===== src/rtl/core/assert_macros.svh =====
// Assertion helper macros used by the table core.
`ifndef ASSERT_MACROS_SVH
`define ASSERT_MACROS_SVH
// Concurrent implication checked on every rising clock edge outside reset.
`define ASSERT_IMPL(label, clk, rst_n, ante, cons, msg) \
	label: assert property (@(posedge clk) disable iff (!rst_n) (ante) |-> (cons)) \
		else $error(msg);
// Next-cycle implication.
`define ASSERT_NEXT(label, clk, rst_n, ante, cons, msg) \
	label: assert property (@(posedge clk) disable iff (!rst_n) (ante) |=> (cons)) \
		else $error(msg);
`endif


===== src/rtl/core/ksat_pkg.sv =====
`timescale 1ns / 1ps
// ----------------------------------------------------------------------------
// ksat_pkg
// Types and constants shared by the keyed sensor statistics table.
// ----------------------------------------------------------------------------
package ksat_pkg;
	localparam logic [1:0] CMD_READING = 2'd0;
	localparam logic [1:0] CMD_ADD_ALERT = 2'd1;
	localparam logic [1:0] CMD_RESET_STATS = 2'd2;

	localparam logic [1:0] ST_OK = 2'd0;
	localparam logic [1:0] ST_REJECT = 2'd1;
	localparam logic [1:0] ST_KEY_FULL = 2'd2;

	localparam logic KIND_REPLY = 1'b0;
	localparam logic KIND_ALERT = 1'b1;

	localparam logic [1:0] CFG_KEY_LIMIT = 2'd0;
	localparam logic [1:0] CFG_SENSOR_LIMIT = 2'd1;
	localparam logic [1:0] CFG_ALERT_LIMIT = 2'd2;

	localparam logic [15:0] COUNT_MAX = 16'hFFFF;

	typedef struct packed {
		logic [1:0]  command;
		logic [15:0] sensor_ident;
		logic [15:0] key_ident;
		logic signed [31:0] reading;
		logic [15:0] rule_ident;
		logic signed [31:0] rule_low;
		logic signed [31:0] rule_high;
		logic [15:0] requester;
	} in_item_t;

	typedef struct packed {
		logic        kind;
		logic [1:0]  status;
		logic signed [31:0] stat_last;
		logic signed [31:0] stat_min;
		logic signed [31:0] stat_max;
		logic [15:0] stat_count;
		logic signed [47:0] stat_sum;
		logic [15:0] alert_owner;
		logic [15:0] alert_name;
		logic        last_result;
	} out_item_t;

	// Controller to datapath.
	typedef struct packed {
		logic load;
		logic scan_clr;
		logic scan_step;
		logic sensor_add;
		logic key_write;
		logic key_new;
		logic key_clear;
		logic rule_add;
		logic out_load;
		logic out_alert;
		logic [1:0] out_status;
		logic out_stats;
		logic out_last;
		logic out_mark;
	} dp_cmd_t;

	// Datapath to controller.
	typedef struct packed {
		logic [1:0] command;
		logic scan_done;
		logic sensor_hit;
		logic sensor_room;
		logic key_hit;
		logic key_room;
		logic rule_dup;
		logic rule_room;
		logic rule_fire;
		logic rule_more;
	} dp_sts_t;
endpackage


===== src/rtl/core/ksat_ctrl.sv =====
`timescale 1ns / 1ps
// ----------------------------------------------------------------------------
// ksat_ctrl
// Sequencer: accept, table scan, update, reply and alert scan.
// ----------------------------------------------------------------------------
module ksat_ctrl import ksat_pkg::*; (
	input  logic    clk,
	input  logic    arst_n,
	input  logic    in_valid,
	output logic    in_ready,
	output logic    out_valid,
	input  logic    out_ready,
	input  dp_sts_t sts,
	output dp_cmd_t cmd
);
	typedef enum logic [6:0] {
		S_IDLE  = 7'b0000001,
		S_SCAN  = 7'b0000010,
		S_DEC   = 7'b0000100,
		S_UPD   = 7'b0001000,
		S_SEND  = 7'b0010000,
		S_ALERT = 7'b0100000,
		S_WAIT  = 7'b1000000
	} state_t;

	state_t state_q, state_d;
	logic valid_q, valid_d;

	assign in_ready = (state_q == S_IDLE);
	assign out_valid = valid_q;

	always_comb begin
		state_d = state_q;
		valid_d = valid_q && !out_ready;
		cmd = '0;
		case (state_q)
			S_IDLE: begin
				if (in_valid) begin
					cmd.load = 1'b1;
					cmd.scan_clr = 1'b1;
					state_d = S_SCAN;
				end
			end
			S_SCAN: begin
				cmd.scan_step = 1'b1;
				if (sts.scan_done) state_d = S_DEC;
			end
			S_DEC: begin
				if (!valid_q || out_ready) begin
					cmd.out_load = 1'b1;
					cmd.out_last = 1'b1;
					valid_d = 1'b1;
					state_d = S_IDLE;
					case (sts.command)
						CMD_READING: begin
							if (!sts.sensor_hit && !sts.sensor_room) begin
								cmd.out_status = ST_REJECT;
							end else begin
								cmd.sensor_add = !sts.sensor_hit;
								if (sts.key_hit || sts.key_room) begin
									cmd.out_load = 1'b0;
									valid_d = valid_q && !out_ready;
									cmd.key_write = 1'b1;
									cmd.key_new = !sts.key_hit;
									state_d = S_UPD;
								end else begin
									cmd.out_status = ST_KEY_FULL;
								end
							end
						end
						CMD_ADD_ALERT: begin
							if (sts.rule_dup || !sts.rule_room) cmd.out_status = ST_REJECT;
							else cmd.rule_add = 1'b1;
						end
						CMD_RESET_STATS: cmd.key_clear = 1'b1;
						default: cmd.out_status = ST_REJECT;
					endcase
				end
			end
			S_UPD: begin
				if (!valid_q || out_ready) begin
					cmd.out_load = 1'b1;
					cmd.out_stats = 1'b1;
					cmd.out_status = ST_OK;
					cmd.scan_clr = 1'b1;
					state_d = S_ALERT;
				end
			end
			S_ALERT: begin
				// The loaded result is offered once it is known whether another one follows.
				if (sts.rule_fire) begin
					valid_d = 1'b1;
					state_d = S_WAIT;
				end else if (sts.rule_more) begin
					cmd.scan_step = 1'b1;
				end else begin
					cmd.out_mark = 1'b1;
					valid_d = 1'b1;
					state_d = S_IDLE;
				end
			end
			S_WAIT: begin
				if (out_ready) begin
					cmd.out_load = 1'b1;
					cmd.out_alert = 1'b1;
					cmd.out_stats = 1'b1;
					cmd.out_status = ST_OK;
					cmd.scan_step = 1'b1;
					state_d = S_ALERT;
				end
			end
			default: state_d = S_IDLE;
		endcase
	end

	always_ff @(posedge clk or negedge arst_n) begin
		if (!arst_n) begin
			state_q <= S_IDLE;
			valid_q <= 1'b0;
		end else begin
			state_q <= state_d;
			valid_q <= valid_d;
		end
	end
endmodule


===== config.mk =====
export PLATFORM = sky130hd
export DESIGN_NAME = ksat_ctrl
export DESIGN_NICKNAME = d
export VERILOG_FILES = /design/src/rtl/core/assert_macros.svh /design/src/rtl/core/ksat_pkg.sv /design/src/rtl/core/ksat_ctrl.sv
export SDC_FILE = /design/constraint.sdc
export NUM_CORES = 1
export LEC_CHECK = 0
export ABC_AREA = 1
export BUFFER_PORTS_ARGS = -buffer_cell sky130_fd_sc_hd__buf_4
export CORE_UTILIZATION = 50
export CTS_BUF_LIST = sky130_fd_sc_hd__clkbuf_8
export CTS_CLUSTER_DIAMETER = 80
export CTS_CLUSTER_SIZE = 28
export DETAILED_ROUTE_END_ITERATION = 7
export PLACE_DENSITY = 0.87
export SLEW_MARGIN = 20
export SYNTH_ARGS = -nofsm -noshare
export SYNTH_HDL_FRONTEND = slang
export SYNTH_SLANG_ARGS = --single-unit

===== constraint.sdc =====
create_clock -name clk -period 3.4 [get_ports clk]
set_input_delay 0.17 -clock clk [delete_from_list [all_inputs] [get_ports clk]]
set_output_delay 0.17 -clock clk [all_outputs]
set_load 0.005 [all_outputs]

==> metrics <==
nets=151; Unique masters post-synth=24; outcome=completed; Yosys top cell area share=22.7%; cell taking the most area after synthesis=dfrtp_1; vias in the first global route=about 700; first-pass GRT wire length=2920 um; Clock Pin Slew Worst Setup and Hold Paths=40 ps; largest net degree at the start of global routing=10; main combinational cell family by area after synthesis=simple AND/OR/NAND/NOR gates; Post-Synth Adder-Cell Area=0%; post-route setup TNS=0 ps; min cycle time layout=1740 ps; via count of the routed design=756; register area share after synthesis=26.7%; Peak VDD IR=286 uV; mux cell area share after synthesis=0%; core area=1170 um^2; max incr delay on CP=420 ps; Slew @ Worst Pin=209 ps; vias per cell=5.07; cts bufs inserted=3; initial DRC count=36; register bit total from synthesis=7; Worst EP arrival=1570 ps; share of post-route cells with drive strength above 1=37.8%; clk_skew=approximately 0.33 ps; CP max FO=9; GPL Wtd Cong=0.879; CP Capture Type=primary output; Starting Density=56.4%; Core Util, Final=82.5%; initial antenna violation count=0; final hold viol count=0; hold_ws=236 ps; Antenna Violating Nets Remaining=0; clock sink total=7; worst-skew pair later-pin latency=220 ps; Die Wd=38.4 um; post-synthesis compound-gate area fraction=about 6.6%; post-DP HPWL=1520 um; max_cap viols=0; most frequent cells in the layout=31 x buf_4, 27 x nand2_1, 20 x inv_1; CTS Buffer Depth=2; Post-Synthesis Cells=just under 100; Die Y=38.4 um; delay-heaviest family, CP=simple AND/OR/NAND/NOR gates; static power due to leakage=roughly 0.57 nW; PostCTS Resize Cnt=0; Slew Viols, Final=0; slowest stage cell on the critical path=dfrtp_1; Crit Path Category=flip-flop to primary output; # setup viols final=0; I/O Buffers=31; Required @ worst endpoint=approximately 3200 ps; global-route usage over all layers=between 20 and 30%; CTS tree=done; commonest non-fill, non-tap cell in the layout=buf_4; Synth Area in XOR/XNOR=0%; number of cell rows=12; P per Cell Area=522 nW/um^2; CP Launch Type=flip-flop; Critical Path Most Common Cell=nor2_4; final wirelength=1840 um; H-tree depth=1; Max Clock Freq=approximately 580 MHz; total grt overflow=0; Area contributors post-synth=dfrtp_1 23%, nand2_1 15%, inv_1 11%; num ports=32; DRC=0; Critical Path, Cell by Cell=nor2_4, nand2_2, nor2_4, nand2_4, nor4b_4, buf_4; syn nets=about 110; worst path bufs/invs=1; Syn Area/Cell=6.67 um^2; DIE AREA=1470 um^2; Max-slew headroom=86.1%; post-synthesis simple-gate area fraction=55.3%; TritonRoute pass-1 iters=4; ant diodes=0; RSZ-0062 raised after global routing=false; clk root buf=clkbuf_8; WL/cell=12.4 um; Hold WC Path Type=input pin to flip-flop; yosys warns=0; P&R area growth vs syn=46.2%; synthesized area=661 um^2; fin crit share=51.1%
## state kept, by name, indices dropped and copies added (netlist names)
| register | count |
|---|---|
| out_valid | 1 |
| state_q | 6 |
## where the power goes
| group | internal [mW] | switching, mW |
|---|---|---|
| Combinational | 0.110 | 0.152 |
| Sequential | 0.109 | 0.0226 |
| Clock | 0.0777 | 0.0326 |
| Total | 0.297 | 0.208 |
## worst paths after layout
| check | from | to | slack, ps | cells after the start |
|---|---|---|---|---|
| setup / recovery | state_q[6] | cmd[9] | 1660 | 6 |
| hold / removal | in_valid | state_q[0] | 240 | 4 |
| setup reg to reg | state_q[6] | state_q[2] | 2050 | 8 |
| hold reg to reg | state_q[0] | state_q[0] | 620 | 4 |
| max in group asynchronous | arst_n | state_q[0] | 2860 | 2 |
| min in group asynchronous | arst_n | state_q[5] | 340 | 2 |
## metrics by stage
step	area, um^2	setup slack (ps)	std cells	power [mW]
after CTS	966	1670	149	0.503
after floorplan	661	2140	99	0.291
after detailed placement	911	1920	144	0.388
final	966	1660	149	0.504
after global placement	911	1990	144	0.380
after global routing	966	1570	149	0.539
## kinds of logic (layout without fill, tap and decap cells)
family                 Yosys count  count (layout)
and+or+nand+nor                 65              65
DFF                              7               7
buffers and inverters           20              56
AOI/OAI and AO/OA                7               7
## what timing repair did
item                                    4_1_cts  5_1_grt
endpoints found under the hold margin         7        0
buffers inserted                              0        0
endpoints found under the setup margin        0        0
hold buffers                                  1        0
## cell type report
type,count,area [um^2]
clock buffers,3,41.3
well taps,14,17.5
inverters,20,75.1
repair buffers,32,243
multi-input cells,72,409
fillers,84,205
clock inverters,1,3.75
flip-flops and latches,7,176
## tightest hold or removal path: stages
cell and delay (ps):
buf_4 80, inv_1 50, nand4_1 100, nand2_1 60
## per-layer routing
metal,track usage [%],part of all wire [%],vias up,wire length (um)
met3,0,5.5,4,101
met1,36.7,41,335,754
met5,0,0,-,0
met4,15.5,2.1,0,39
li1,-,-,379,-
met2,48.3,51,38,948
## cell usage after synthesis
master    instances
nand2_1          27
inv_1            19
nor2_1           15
dfrtp_1           6
nor2_4            4
nand3_1           3
nand4_1           3
nor3_1            3
a21oi_1           2
nand2_2           2
nor4b_4           2
and3_2            1
dfstp_2           1
inv_2             1
nand2_4           1
nand3_2           1
nor2_2            1
nor3b_2           1
o211ai_1          1
o21ai_0           1
o21ai_1           1
o21ai_2           1
o21bai_1          1
or2_2             1
Note: power is estimated with default switching activity, not from simulation.
